### src/rtl/vde_pkg.sv
package vde_pkg;

   localparam int MaxLen = 4096;
   localparam int CountWidth = $clog2(MaxLen + 1);

   localparam int MainWidth = 46;
   localparam int NormWidth = 43;

   // metric codes
   localparam logic [1:0] MetricEuclid = 2'd0;
   localparam logic [1:0] MetricManhat = 2'd1;
   localparam logic [1:0] MetricCosine = 2'd2;

   // error codes
   localparam logic [1:0] ErrNone = 2'd0;
   localparam logic [1:0] ErrZeroNorm = 2'd1;
   localparam logic [1:0] ErrTooLong = 2'd2;

   // finished sums handed from the front end to the back end
   typedef struct packed {
      logic [1:0]                  metric;
      logic signed [MainWidth-1:0] main_sum;
      logic [NormWidth-1:0]        norm_p;
      logic [NormWidth-1:0]        norm_q;
      logic                        overflow;
   } sums_type;

   localparam int SumsWidth = $bits(sums_type);

endpackage

### src/rtl/vde_front.sv
module vde_front (
   input  logic               clock,
   input  logic               reset,
   input  logic [1:0]         metric,
   input  logic               in_valid,
   output logic               in_ready,
   input  logic signed [15:0] p_value,
   input  logic signed [15:0] q_value,
   input  logic               last,
   output logic               sums_valid,
   input  logic               sums_ready,
   output vde_pkg::sums_type  sums
);
   import vde_pkg::*;

   logic signed [MainWidth-1:0] main_ff, main_in;
   logic [NormWidth-1:0]        np_ff, np_in, nq_ff, nq_in;
   logic [CountWidth-1:0]       count_ff, count_in;
   logic                        ovf_ff, ovf_in;
   logic signed [16:0]          diff;
   logic signed [33:0]          term;
   logic                        take, full;

   // stall while the finished-sums slot is occupied and not drained
   assign in_ready = !sums_valid || sums_ready;
   assign take = in_valid && in_ready;
   assign full = (count_ff >= CountWidth'(MaxLen));
   assign diff = 17'(q_value) - 17'(p_value);

   // per-element term of the current metric
   always_comb begin
      case (metric)
         MetricManhat: term = diff[16] ? 34'(-diff) : 34'(diff);
         MetricCosine: term = 34'(p_value * q_value);
         default:      term = 34'(diff * diff);
      endcase
   end

   // accumulate, saturating the element count
   always_comb begin
      main_in = main_ff;
      np_in = np_ff;
      nq_in = nq_ff;
      count_in = count_ff;
      ovf_in = ovf_ff;
      if (full) begin
         ovf_in = 1'b1;
      end else begin
         main_in = main_ff + MainWidth'(term);
         np_in = np_ff + NormWidth'(32'(p_value * p_value));
         nq_in = nq_ff + NormWidth'(32'(q_value * q_value));
         count_in = count_ff + 1'b1;
      end
   end

   always_ff @(posedge clock) begin
      if (reset) begin
         main_ff <= '0;
         np_ff <= '0;
         nq_ff <= '0;
         count_ff <= '0;
         ovf_ff <= 1'b0;
         sums_valid <= 1'b0;
      end else begin
         if (sums_valid && sums_ready) sums_valid <= 1'b0;
         if (take) begin
            if (last) begin
               sums <= '{metric, main_in, np_in, nq_in, ovf_in};
               sums_valid <= 1'b1;
               main_ff <= '0;
               np_ff <= '0;
               nq_ff <= '0;
               count_ff <= '0;
               ovf_ff <= 1'b0;
            end else begin
               main_ff <= main_in;
               np_ff <= np_in;
               nq_ff <= nq_in;
               count_ff <= count_in;
               ovf_ff <= ovf_in;
            end
         end
      end
   end

endmodule

### config.mk
export PLATFORM = sky130hd
export DESIGN_NAME = vde_front
export DESIGN_NICKNAME = d
export VERILOG_FILES = /design/src/rtl/vde_pkg.sv /design/src/rtl/vde_front.sv
export SDC_FILE = /design/constraint.sdc
export NUM_CORES = 2
export LEC_CHECK = 0
export ABC_AREA = 1
export BUFFER_PORTS_ARGS = -buffer_cell sky130_fd_sc_hd__clkbuf_2
export CORE_MARGIN = 3
export CORE_UTILIZATION = 50
export DETAILED_ROUTE_END_ITERATION = 7
export MAX_ROUTING_LAYER = met4
export PLACE_DENSITY = 0.76
export SYNTH_ARGS = -nofsm -noshare
export SYNTH_HDL_FRONTEND = slang
export SYNTH_SLANG_ARGS = --single-unit
### constraint.sdc
create_clock -name clock -period 26.5 [get_ports clock]
set_clock_uncertainty 0.1 [all_clocks]
set_input_delay 1.325 -clock clock [delete_from_list [all_inputs] [get_ports clock]]
set_output_delay 1.325 -clock clock [all_outputs]
set_load 0.01 [all_outputs]
Yosys cells after proc, flatten, opt, wreduce, memory -nomap -nowiden --
Cells that the tools add are included.
Storage, ports and cells: output and inout bits 137, logic and storage cells 47, register bits 282, input bits 39
Operators by class: magnitude comparators 1, eq/ne operators 3, reduce and logical (&&, ||, !) cells 6, bitwise gates (word level) 1, mux-type cells 15, multipliers 4, $add $sub $neg 6
Operators by type and width (number):
- $mux 43 | 4
- $mul 16x16->32 | 3
- $mux 46 | 2
- $add 43x43->43 | 2
- $pmux 34 s2 | 1
- $add 46x34->46 | 1
- $mul 17x17->34 | 1
- $mux 34 | 1
- $neg 17->34 | 1
- $mux 13 | 2
- $sub 16x16->17 | 1
- $add 13x1->13 const B | 1
- $ge 13x13->1 const B | 1
- $mux 1 | 5
- $reduce_and 3->1 | 1
- $eq 2x1->1 const B | 1
- $eq 2x2->1 const B | 1
- $logic_and 1x1->1 | 2
- $ne 2x2->1 const B | 1
- $reduce_and 2->1 | 1
- $logic_not 1->1 | 1
- $logic_or 1x1->1 | 1
- $not 1->1 | 1

Longest topological paths before layout --
depth in word-level cells 7, gate-level depth with buffers 59, depth with buffers taken out 57

Least setup slack after synthesis --
No wires, ideal clock.
path kind input port to flip-flop, start point input q_value[0], end point register sums[124] (netlist bit) (data pin), arrival 9.827 ns, setup time 0.259 ns, data required time 26.141 ns, stages 42, buffers on the path 2, slack 16.315 ns, cell sequence clkbuf_1 inv_1 ha_1 fa_1 inv_1 nand3_1 nand2_2 nand2_1 nand2_1 nand4_1 nand2_1 nand2_1 nand2_4 clkbuf_1 nor2_1 fa_1 inv_1 fa_1 (+6 left out) a21oi_1 o21ai_0 a21oi_1 nand3_1 a31o_2 or2_2 nand3_1 nand2_1 ha_1 a21oi_1 o21a_1 o21a_1 o21ai_0 a21oi_1 o21ai_0 or2_2 nand3_1 nand2_1
Between the ends: word-level cells in the longest chain between the ends 6, elaborated cells on any way between the ends 8, classes of those cells add/sub (3); mul (2); mux (3)
Ends and longest elaborated chain:
- start, declared | RTL line vde_front.sv:8 | input logic signed [15:0] q_value,
- branches (longest 3 deep; another with $mul 17x17->34)
- $pmux 34 s2 * | RTL line vde_front.sv:32 | case (metric)
- $add 46x34->46 * | RTL line vde_front.sv:49 | main_in = main_ff + MainWidth'(term);
- $mux 46 * | RTL line vde_front.sv:46 | if (full) begin
- via main_in[37] | RTL line vde_front.sv:16 | logic signed [MainWidth-1:0] main_ff, main_in;
- end signal, assigned | RTL line vde_front.sv:68 | sums <= '{metric, main_in, np_in, nq_in, ovf_in};
- end, declared | RTL line vde_front.sv:12 | output vde_pkg::sums_type sums
Mark *: on every way through the listed nets, which the timed path passes. A chain may end at the register's enable or synchronous reset.

Worst setup path in the final report --
start point input p_value[3], end point register main_ff[39]
Between the ends: word-level cells in the longest chain between the ends 7, elaborated cells on any way between the ends 9, classes of those cells add/sub (3); mul (2); mux (4)
Ends and longest elaborated chain:
- start, declared | RTL line vde_front.sv:7 | input logic signed [15:0] p_value,
- branches (longest 3 deep; another with $mul 17x17->34)
- $pmux 34 s2 * | RTL line vde_front.sv:32
- $add 46x34->46 * | RTL line vde_front.sv:49
- $mux 46 * | RTL line vde_front.sv:46
- $mux 46 * | RTL line vde_front.sv:67 | if (last) begin
- end signal, assigned | RTL line vde_front.sv:76 | main_ff <= main_in;
- end, declared | RTL line vde_front.sv:16
Mark *: on every way between the ends.

==> impl_metrics.ini <==
[global_routing]
overflow = 0
grt_max_degree = 113
grt.total_usage_pct = 29.14
antenna_found_initial = 6
grt_pass1_wl_um = 282200
grt_pass1_vias = 52860

[route]
post_drt_via_cell_ratio = 5.319
dr.pass1.iters = 6
postRouteAntennaNets = 0
routed_wl_um = 174600
wl_per_cell_um = 18.25
vias = 50883
drtIter0Drc = 3782
drc_errors = 0

[final_layout]
layout_commonest_cell = inv_1
final_util_pct = 53.59
nNetsFinal = 9498
seq_area_um2 = 6998
multi_input_area_um2 = 44630
most-common-layout-cells = 2005 x inv_1, 1674 x nand2_1, 1013 x fa_1
drive_gt1_share_pct = 5.200
fill_cells = 11314
syn_to_final_growth_pct = 5.880

[timing]
setup_viol_count_final = 0
holdWs_ns = 0.3532
slew_headroom_pct = 31.05
finalHoldViolCount = 0
fmax_ghz = 0.08457
min_period_ns = 11.83
final.setup.tns_ns = 0
drv_slew = 0
worst_pin_slew_ns = 1.034
fin_crit_sh_pct = 44.62
grt_setup_unrepaired = false

[floorplanning]
die_area_um2 = 124200
initial_core_util_pct = 50.61
num_io_pins = 176
die_h_um = 352.4
rows = 126
fp.dieW_um = 352.4
design.core.area_um2 = 118600

[clock_network]
cts_sinks = 282
clk_latency_ns = 0.63
root_buffer = clkbuf_16
cts_tree = yes
clkSlewWorstSetupHoldPaths_ns = 0.07
cts_resized = 0
hold_buffers = 0
postCtsSetupBuffers = 0
cts_buffers = 30
clock_path_buffers = 3
h-tree-depth = 1

[setup_path]
cp.depth = 46
path_buf_inv = 9
cp.required_ns = 26.95
start_kind = input port
max_stage_delay_ns = 0.63
rr_startpoint = sums_valid
cp.arrival_ns = 12.28
slowest_stage = clkbuf_2
reg2reg_depth = 7
r2r_setup_slack_ns = 22.85
timing_worst_setup_path_type = in -> reg
worstSetupStartpoint = p_value[3]
endpoint = main_ff[39]
reg2reg_to = sums[13]
cp_max_fo = 31
crit_top_cell = inv_1
critPathCaptureType = flop
crit_family = adder cells

[logic_synthesis]
synth_flop_cell = dfxtp_1
synth_edf_count = 135
ys_async_sr_fraction_pct = 0
netlist_area_um2 = 60000
avgSynthCellArea_um2 = 7.603
yosys_warnings = 0
yosysSeqAreaShare_pct = 11.66
synth_cell_types = 64
synth-seq-cells = 282
syn-num-nets = 9452
syn_inst = 7892
synthTopCellsByArea = fa_1 34%, inv_1 13%, ha_1 11%
netlist.area_leader.share_pct = 33.80
synth_top_cell_by_area = fa_1

[hold_path]
hp-class = reg -> reg

[place]
place_hpwl_um = 142600
place_congestion = 1.001
port_buffers = 175

[flow_run]
cap_violations = 0

[run_status]
status = finished, final reports clean
==> cell type report <==
class                      count  share of cell area, %
inverter                    2020                  11.94
multi-input combinational   5382                  70.25
antenna                        5                0.01969
timing repair buffer         222                  1.938
clock inverter                21                 0.3880
clock buffer                  35                  1.292
tap                         1600                  3.151
sequential                   282                  11.01
==> tightest hold or removal path, delay by kind of cell, from the launching register on <==
| family | cells | cell delay, ns |
|---|---|---|
| AOI/OAI and AO/OA | 1 | 0.05 |
| buffers and inverters | 1 | 0.06 |
| DFF | 1 | 0.30 |
==> routing by layer <==
layer / vias up / global-route usage [%] / part of all wire, %
li1: 24001 / - / -
met1: 24820 / 36.96 / 41
met2: 1724 / 49.10 / 49
met3: 338 / 3.036 / 6.3
met4: 0 / 9.446 / 3.9
met5: - / - / 0
==> synth_stat cells, types with 5 or more instances <==
cell type / number
inv_1: 2005
nand2_1: 1675
fa_1: 1013
nor2_1: 512
ha_1: 508
a21oi_1: 489
o21ai_0: 309
nand3_1: 271
clkbuf_1: 168
dfxtp_1: 147
edfxtp_1: 135
xor2_1: 73
or2_2: 71
nand4_1: 57
a31oi_1: 51
nor3_1: 48
xnor2_1: 48
a21o_1: 40
o21ai_1: 28
o21bai_1: 27
buf_1: 23
nor4_1: 16
buf_2: 14
o211ai_1: 12
a21oi_2: 10
o21a_1: 10
inv_2: 9
nand2_2: 9
and3_1: 8
a21boi_0: 7
nand3_2: 7
nand3b_1: 7
a22oi_1: 6
and2_1: 6
or2_1: 6
a31o_2: 5
clkinv_1: 5
mux2i_1: 5
==> kinds of logic (layout without fill, tap and decap cells) <==
| logic type | count (synthesis) | count (layout) | synth area share, % |
|---|---|---|---|
| AO/OA/AOI/OAI | 1020 | 1020 | 9.269 |
| XOR/XNOR | 126 | 126 | 1.939 |
| adder cells (fa/ha/maj) | 1521 | 1521 | 44.39 |
| buffers and inverters | 2228 | 2298 | 13.99 |
| flip-flops | 282 | 282 | 11.66 |
| multiplexers | 5 | 5 | 0.08341 |
| other | 0 | 5 | 0 |
| AND/OR/NAND/NOR | 2710 | 2710 | 18.66 |
==> how the worst min path moves through the flow <==
stage / start / to / cells after the start
after floorplan: ovf_ff / ovf_ff / 2
after global placement: ovf_ff / ovf_ff / 2
after detailed placement: ovf_ff / ovf_ff / 2
after CTS: ovf_ff / ovf_ff / 2
after global routing: ovf_ff / ovf_ff / 2
final: ovf_ff / ovf_ff / 2
==> flip-flops by register name (all words and copies together) (netlist names) <==
signal      count
ovf_ff          1
nq_ff          43
main_ff        46
count_ff       13
np_ff          43
sums_valid      1
sums          135
==> per-stage QoR <==
| stage | setup WS [ns] | std cells | cell area, um^2 |
|---|---|---|---|
| finish | 14.67 | 9567 | 63530 |
| global route | 13.88 | 9567 | 63530 |
| detailed placement | 14.07 | 9506 | 62450 |
| floorplan | 16.31 | 7892 | 60000 |
| CTS | 14.72 | 9562 | 63520 |
| global placement | 14.18 | 9506 | 62450 |
Power is left out: the tool's default activity adds up to more than one toggle a clock period on the data nets, which glitch-free logic cannot reach.
