<file path="src/rtl/vde_pkg.sv">
package vde_pkg;

   localparam int MaxLen = 4096;
   localparam int CountWidth = $clog2(MaxLen + 1);

   localparam int MainWidth = 46;
   localparam int NormWidth = 43;

   // metric codes
   localparam logic [1:0] MetricEuclid = 2'd0;
   localparam logic [1:0] MetricManhat = 2'd1;
   localparam logic [1:0] MetricCosine = 2'd2;

   // error codes
   localparam logic [1:0] ErrNone = 2'd0;
   localparam logic [1:0] ErrZeroNorm = 2'd1;
   localparam logic [1:0] ErrTooLong = 2'd2;

   // finished sums handed from the front end to the back end
   typedef struct packed {
      logic [1:0]                  metric;
      logic signed [MainWidth-1:0] main_sum;
      logic [NormWidth-1:0]        norm_p;
      logic [NormWidth-1:0]        norm_q;
      logic                        overflow;
   } sums_type;

   localparam int SumsWidth = $bits(sums_type);

endpackage

</file>
<file path="src/rtl/vde_back.sv">
module vde_back (
   input  logic              clock,
   input  logic              reset,
   input  logic              sums_valid,
   output logic              sums_ready,
   input  vde_pkg::sums_type sums,
   output logic              out_valid,
   input  logic              out_ready,
   output logic [31:0]       result_value,
   output logic [1:0]        error_code
);
   import vde_pkg::*;

   typedef enum logic [6:0] {
      S_IDLE = 7'b0000001,
      S_SQRT = 7'b0000010,
      S_MULA = 7'b0000100,
      S_MULB = 7'b0001000,
      S_DIV  = 7'b0010000,
      S_FIN  = 7'b0100000,
      S_OUT  = 7'b1000000
   } state_type;

   state_type state_ff;
   sums_type  job_ff;

   // two shared-step square roots over 60-bit radicands (2 bits a cycle)
   logic [59:0] xa_ff, xb_ff, ra_ff, rb_ff, ba_ff, bb_ff;
   logic [59:0] xa_in, xb_in, ra_in, rb_in;
   logic [59:0] rad_a, rad_b;
   logic [4:0]  step_ff;
   logic [63:0] den_ff;
   logic [31:0] cross_ff;
   logic [45:0] mag_ff;
   logic [5:0]  div_ff;
   logic [64:0] rem_ff;
   logic [46:0] quo_ff;
   logic        neg_ff;
   logic [64:0] rem_sh;
   logic [45:0] s_pos;
   logic [31:0] res_ff;
   logic [1:0]  code_ff;
   logic        zero_norm;

   assign sums_ready = (state_ff == S_IDLE);
   assign out_valid = (state_ff == S_OUT);
   assign result_value = res_ff;
   assign error_code = code_ff;
   assign s_pos = job_ff.main_sum[45] ? '0 : job_ff.main_sum;
   assign zero_norm = (job_ff.norm_p == '0) || (job_ff.norm_q == '0);

   // one digit of each root
   always_comb begin
      xa_in = xa_ff;
      ra_in = ra_ff >> 1;
      if (xa_ff >= ra_ff + ba_ff) begin
         xa_in = xa_ff - (ra_ff + ba_ff);
         ra_in = (ra_ff >> 1) + ba_ff;
      end
      xb_in = xb_ff;
      rb_in = rb_ff >> 1;
      if (xb_ff >= rb_ff + bb_ff) begin
         xb_in = xb_ff - (rb_ff + bb_ff);
         rb_in = (rb_ff >> 1) + bb_ff;
      end
   end

   assign rem_sh = {rem_ff[63:0], 1'b0};

   // pick radicands: euclid/manhattan use main sum, cosine the norms
   always_comb begin
      rad_a = {job_ff.norm_p, 16'd0} ;
      rad_b = {job_ff.norm_q, 16'd0};
      if (job_ff.metric != MetricCosine) rad_a = {s_pos[43:0], 16'd0};
   end

   always_ff @(posedge clock) begin
      if (reset) begin
         state_ff <= S_IDLE;
      end else begin
         case (state_ff)
            S_IDLE: begin
               if (sums_valid) begin
                  job_ff <= sums;
                  step_ff <= 5'd0;
                  // fall into root setup in the next cycle
                  state_ff <= S_SQRT;
               end
            end
            S_SQRT: begin
               if (step_ff == 5'd0) begin
                  xa_ff <= rad_a;
                  xb_ff <= rad_b;
                  ra_ff <= '0;
                  rb_ff <= '0;
                  ba_ff <= 60'd1 << 58;
                  bb_ff <= 60'd1 << 58;
                  step_ff <= 5'd1;
               end else begin
                  xa_ff <= xa_in;
                  xb_ff <= xb_in;
                  ra_ff <= ra_in;
                  rb_ff <= rb_in;
                  ba_ff <= ba_ff >> 2;
                  bb_ff <= bb_ff >> 2;
                  step_ff <= step_ff + 5'd1;
                  if (step_ff == 5'd30) begin
                     state_ff <= (job_ff.metric == MetricCosine) ? S_MULA : S_FIN;
                  end
               end
            end
            S_MULA: begin
               // roots fit in 32 bits: split 32x32 into one 16x32 and two 16x16 partials
               cross_ff <= 32'(ra_ff[31:16] * rb_ff[31:16]);
               den_ff <= 64'(ra_ff[15:0] * rb_ff[31:0]);
               state_ff <= S_MULB;
            end
            S_MULB: begin
               den_ff <= den_ff + ({32'd0, 32'(ra_ff[31:16] * rb_ff[15:0])} << 16)
                  + ({32'd0, cross_ff} << 32);
               neg_ff <= job_ff.main_sum[45];
               mag_ff <= job_ff.main_sum[45] ? 46'(-job_ff.main_sum)
                  : 46'(job_ff.main_sum);
               state_ff <= S_DIV;
               div_ff <= 6'd0;
            end
            S_DIV: begin
               if (div_ff == 6'd0) begin
                  quo_ff <= '0;
                  rem_ff <= {19'd0, mag_ff};
                  div_ff <= 6'd1;
                  if (zero_norm || {19'd0, mag_ff} >= {1'b0, den_ff}) begin
                     state_ff <= S_FIN;
                     quo_ff <= 47'd1 << 30;
                  end
               end else begin
                  if (rem_sh >= {1'b0, den_ff}) begin
                     rem_ff <= rem_sh - {1'b0, den_ff};
                     quo_ff <= {quo_ff[45:0], 1'b1};
                  end else begin
                     rem_ff <= rem_sh;
                     quo_ff <= {quo_ff[45:0], 1'b0};
                  end
                  div_ff <= div_ff + 6'd1;
                  if (div_ff == 6'd46) state_ff <= S_FIN;
               end
            end
            S_FIN: begin
               code_ff <= job_ff.overflow ? ErrTooLong : ErrNone;
               case (job_ff.metric)
                  MetricManhat:
                     res_ff <= (s_pos > 46'h7FFF_FFFF) ? 32'h7FFF_FFFF : s_pos[31:0];
                  MetricCosine: begin
                     if (zero_norm) begin
                        res_ff <= '0;
                        code_ff <= ErrZeroNorm;
                     end else if (quo_ff > (47'd1 << 30)) begin
                        res_ff <= neg_ff ? -(32'd1 << 30) : (32'd1 << 30);
                     end else begin
                        res_ff <= neg_ff ? -quo_ff[31:0] : quo_ff[31:0];
                     end
                  end
                  default:
                     res_ff <= (ra_ff > 60'h7FFF_FFFF) ? 32'h7FFF_FFFF : ra_ff[31:0];
               endcase
               state_ff <= S_OUT;
            end
            S_OUT: if (out_ready) state_ff <= S_IDLE;
            default: state_ff <= S_IDLE;
         endcase
      end
   end

endmodule

</file>
<file path="config.mk">
export PLATFORM = sky130hd
export DESIGN_NAME = vde_back
export DESIGN_NICKNAME = d
export VERILOG_FILES = /design/src/rtl/vde_pkg.sv /design/src/rtl/vde_back.sv
export SDC_FILE = /design/constraint.sdc
export NUM_CORES = 2
export LEC_CHECK = 0
export ABC_CLOCK_PERIOD_IN_PS = 21800
export BUFFER_PORTS_ARGS = -buffer_cell sky130_fd_sc_hd__clkbuf_2
export CORE_AREA = 2 2 586 588
export DETAILED_ROUTE_END_ITERATION = 8
export DIE_AREA = 0 0 588 590
export SLEW_MARGIN = 20
export SYNTH_ARGS = -nofsm -noshare
export SYNTH_HDL_FRONTEND = slang
export SYNTH_SLANG_ARGS = --single-unit
</file>
<file path="constraint.sdc">
create_clock -name clock -period 21.8 [get_ports clock]
set_input_delay 5.45 -clock clock [delete_from_list [all_inputs] [get_ports clock]]
set_output_delay 5.45 -clock clock [all_outputs]
set_load 0.05 [all_outputs]
</file>
**After elaboration in Yosys (flattened, before gate mapping)**

Cells that the tools add are included.

- $lt $le $gt $ge: 7
- Muxes and demuxes: 41
- $add $sub $neg: 13
- Reductions and logical operators: 25
- Divide/modulo/power cells: 0
- Equality and inequality tests: 18
- Multiply operators: 3
- Bitwise operators: 3
- Shift-type cells: 0

Operators with widths:

| cell | number |
|---|---|
| 59-bit two-way mux | 5 |
| 60-bit two-way mux | 4 |
| 32-bit two-way mux | 6 |
| 64-bit one-hot mux with 2 select lines | 1 |
| 59-bit by 60-bit adder with 60-bit output | 2 |
| 60-bit adder | 2 |
| 60-bit greater-or-equal comparator | 2 |
| 60-bit subtractor | 2 |
| 45-bit two-way mux | 2 |
| 43-bit logical NOT | 2 |
| 65-bit by 64-bit greater-or-equal comparator with 1-bit output | 1 |
| 64-bit by 48-bit adder with 64-bit output | 1 |
| 64-bit adder | 1 |
| 46-bit by 64-bit greater-or-equal comparator with 1-bit output | 1 |
| 16-bit by 16-bit multiplier with 32-bit output | 2 |
| 64-bit two-way mux | 1 |
| 32-bit one-hot mux with 2 select lines | 1 |
| 64-bit subtractor | 1 |
| 60-bit by 31-bit > comparator with 1-bit output, second input constant | 1 |
| 7-bit two-way mux | 7 |
| 7-bit one-hot mux with 7 select lines | 1 |
| 16-bit by 32-bit multiplier with 48-bit output | 1 |
| 47-bit by 31-bit > comparator with 1-bit output, second input constant | 1 |
| 47-bit two-way mux | 1 |
| 36 further kinds | 61 |

- Word-level logic and storage cells: 139
- Input port bits: 139
- Bits in writable memories: 0
- Memory bits (read-only): 0
- Output and inout bits: 36
- Flip-flop bits (word level): 801
- Memories kept: 0
- Latch bits: 0

**Depth between registers and ports, before layout**

- Depth in word-level cells: 6
- Mapped depth: 40

**Worst setup path before layout**

Ideal clock, no wire load.

- Path type: input port to flip-flop
- Start: input reset
- End: register xb_ff[0], enable pin
- Arrival time: 16.396 ns
- Slack: 4.835 ns
- Stages on the path: 2
- Buffers on the path: 0
- Required time: 21.231 ns
- Path through: nor2_1 > a21boi_0

- Cells in the longest elaborated chain, start to end: 2

Ends and longest elaborated chain:

| item | RTL line | RTL |
|---|---|---|
| start: declaration | vde_back.sv:3 | `input logic reset,` |
| 1-bit NOT (no line) | n/a |  |
| 3-bit AND reduction (no line) | n/a |  |
| end signal: assignment | vde_back.sv:93 | `xb_ff <= rad_b;` |
| end signal: assignment | vde_back.sv:101 | `xb_ff <= xb_in;` |
| end: declaration | vde_back.sv:28 | `logic [59:0] xa_ff, xb_ff, ra_ff, rb_ff, ba_ff, bb_ff;` |

No other way between the ends.
A chain may end at the register's enable or synchronous reset.

**Worst setup path after layout**

- Start: register ra_ff[23]
- End: register den_ff[55], data pin

- Cells in the longest elaborated chain, start to end: 4

Ends and longest elaborated chain:

| item | RTL line | RTL |
|---|---|---|
| start: declaration | vde_back.sv:28 |  |
| start signal: assignment | vde_back.sv:102 | `ra_ff <= ra_in;` |
| 16-bit by 16-bit multiplier with 32-bit output | vde_back.sv:119 | `den_ff <= den_ff + ({32'd0, 32'(ra_ff[31:16] * rb_ff[15:0])} << 16)` |
| 64-bit by 48-bit adder with 64-bit output | vde_back.sv:119 |  |
| 64-bit adder | vde_back.sv:120 | `+ ({32'd0, cross_ff} << 32);` |
| 64-bit one-hot mux with 2 select lines | vde_back.sv:81 | `case (state_ff)` |
| end signal: assignment | vde_back.sv:115 | `den_ff <= 64'(ra_ff[15:0] * rb_ff[31:0]);` |
| end signal: assignment | vde_back.sv:119 |  |
| end: declaration | vde_back.sv:32 | `logic [63:0] den_ff;` |

No other way between the ends.

==> qor.yml <==
floorplanning:
  fp-row-count: 215
  io_pins: 175
  die_area_um2: 347000
  die_w_um: 588
  die_h_um: 590
  core-area_um2: 341000
  start_util: 0.248
sta:
  tightestPinTransition_ps: 1130
  slew_headroom: 0.245
  setup_tns_ps: 0
  setup_violations: 0
  clock_skew_ps: 51.1
  final.min_clock_period_ps: 9970
  slew_violations: 0
  timing.final.crit_share: 0.457
  fmax_mhz: 100
  holdWs_ps: 536
  hold_violations: 0
  rsz0062_at_grt: "false"
synthesis:
  synth-seq-cells: 711
  syn_area_um2: 84700
  ys.flop_type: "edfxtp_1"
  async_flop_share: 0
  synthCells: 9348
  synthTopCellsByArea: "edfxtp_1 (25%), fa_1 (20%), ha_1 (11%)"
  synth_top_area_frac: 0.249
  yosysWarnings: 0
  synth_edf_count: 704
  yosysSeqAreaShare: 0.251
  yosys.area.top_type: "edfxtp_1"
  avgSynthCellArea_um2: 9.06
  synth_cell_types: 82
  syn_nets: 11100
setup_path:
  path_buf_inv: 5
  crit_path_end_kind: "flip-flop"
  cpMaxStageDelayCell: "or4b_2"
  cp_common_cell: "fa_1"
  reg2reg_setup_slack_ps: 11830
  path_max_fanout: 31
  path_class: "flip-flop to flip-flop"
  crit_required_ps: 22270
  crit_family: "adder cells"
  crit_arrival_ps: 10450
  slowest_delay_ps: 670
  timing.critical_path.from_type: "flip-flop"
  reg2reg_depth: 35
  crit_cells: 35
clocking:
  clkSinkCount: 711
  post_cts_buffers: 0
  root_buffer: "clkbuf_16"
  clk_pin_slew_worst_paths_ps: 60
  cts.repair.resized: 0
  hold_buffers: 0
  clock_path_buffers: 3
  clk_latency_ps: 720
  cts_buffers: 84
  cts_tree: "built"
  htreeDepth: 3
global_routing:
  grt_pass1_vias: 67400
  grt.total_usage: 0.153
  overflow: 0
  antenna_found_initial: 14
  grt_max_degree: 151
  grt_pass1_wl_um: 413000
placement:
  port_buffers: 174
  hpwl_um: 211000
  postPlaceCellArea_um2: 90500
  gp_congestion: 0.942
min_path:
  hp-class: "flip-flop to flip-flop"
  hold_depth: 1
run:
  drv_cap: 0
cells_and_area:
  stdcell_area_um2: 93400
  layout_common_cells: "nand2_1 (1257), inv_1 (1029), fa_1 (826)"
  fin_nets: 11000
  utilization: 0.274
  layout-drive-gt1-share: 0.0552
  layout_commonest_cell: "nand2_1"
  synthToLayoutAreaGrowth_pct: 10.2
routing:
  vias: 68600
  dr.pass1.iters: 6
  drc_errors: 0
  wl_um: 272000
  wl_per_cell_um: 19.6
  drt_iter0_markers: 6218
  ant_nets: 0
  viasPerCell: 4.94
power:
  ir_drop_v: 0.000137
  total_leakage_power_nw: 39.5
  p_per_area_nw_per_um2: 77.5
outcome:
  outcome: "finished, final reports clean"
cells in the mapped netlist, drive strengths merged (31+ instances only):
cell type     n
nand2      1259
inv        1030
fa          826
ha          769
edfxtp      704
nor2        603
a21oi       534
and2        444
clkbuf      415
o21ai       367
xnor2       335
xor2        243
a21o        226
a31oi       181
nand3       104
nand4       104
a211oi      102
nand2b       97
o21bai       84
nor3         79
nor2b        73
or3          72
and3         69
buf          63
o31ai        61
a221oi       56
nor4         51
o21a         40
a31o         31
logic make-up after synthesis:
| logic type | after synthesis | synth area share |
|---|---|---|
| simple gates | 3062 | 0.171 |
| xor+xnor | 578 | 0.0597 |
| flops | 711 | 0.251 |
| mux | 8 | 0.000975 |
| buf+inv | 1508 | 0.0668 |
| fa+ha+maj | 1595 | 0.309 |
| compound gates | 1886 | 0.142 |
worst paths after layout:
path                           startpoint                  endpoint
setup reg to reg  ra_ff[23]$_SDFFCE_PP0P_  den_ff[55]$_SDFFCE_PN0P_
hold reg to reg       job_ff[0]$_DFFE_PP_   error_code[1]$_DFFE_PP_
hold / removal        job_ff[0]$_DFFE_PP_   error_code[1]$_DFFE_PP_
setup / recovery  ra_ff[23]$_SDFFCE_PP0P_  den_ff[55]$_SDFFCE_PN0P_
registers in the layout (all words and copies together), names as in the netlist, 46 cells and up:
register,cells
xa_ff,60
mag_ff,46
den_ff,64
ra_ff,60
xb_ff,60
rb_ff,60
job_ff,135
quo_ff,47
rem_ff,64
where the power goes:
part	switching [mW]	leakage, nW	internal, mW
registers	0.0312	6.43	1.62
clock network	0.642	1.35	0.846
logic	2.58	31.7	1.51
metal layers:
| layer | up-vias | global-route usage | share of wire |
|---|---|---|---|
| li1 | 31600 | - | - |
| met1 | 34200 | 0.207 | 0.44 |
| met2 | 2403 | 0.243 | 0.45 |
| met3 | 423 | 0.0239 | 0.071 |
| met4 | 10 | 0.0602 | 0.042 |
| met5 | - | 0 | 0.00022 |
area by class of cell:
cell class | count | area [µm²]
Sequential cell | 711 | 21300
Inverter | 1030 | 3870
Multi-Input combinational cell | 7129 | 57900
Tap cell | 4557 | 5700
Fill cell | 36700 | 248000
Timing Repair Buffer | 290 | 1750
Clock buffer | 94 | 2140
Antenna cell | 8 | 20.0
Clock inverter | 59 | 689
metrics by stage:
step	total power, mW	worst slack [ps]	cells
after CTS	7.26	11830	13900
after global placement	5.73	11950	13700
after floorplan	4.38	4840	9348
final	7.23	11830	13900
after detailed placement	5.74	11840	13700
after global routing	7.73	11280	13900
No activity file was read; power rests on OpenSTA's default activity.
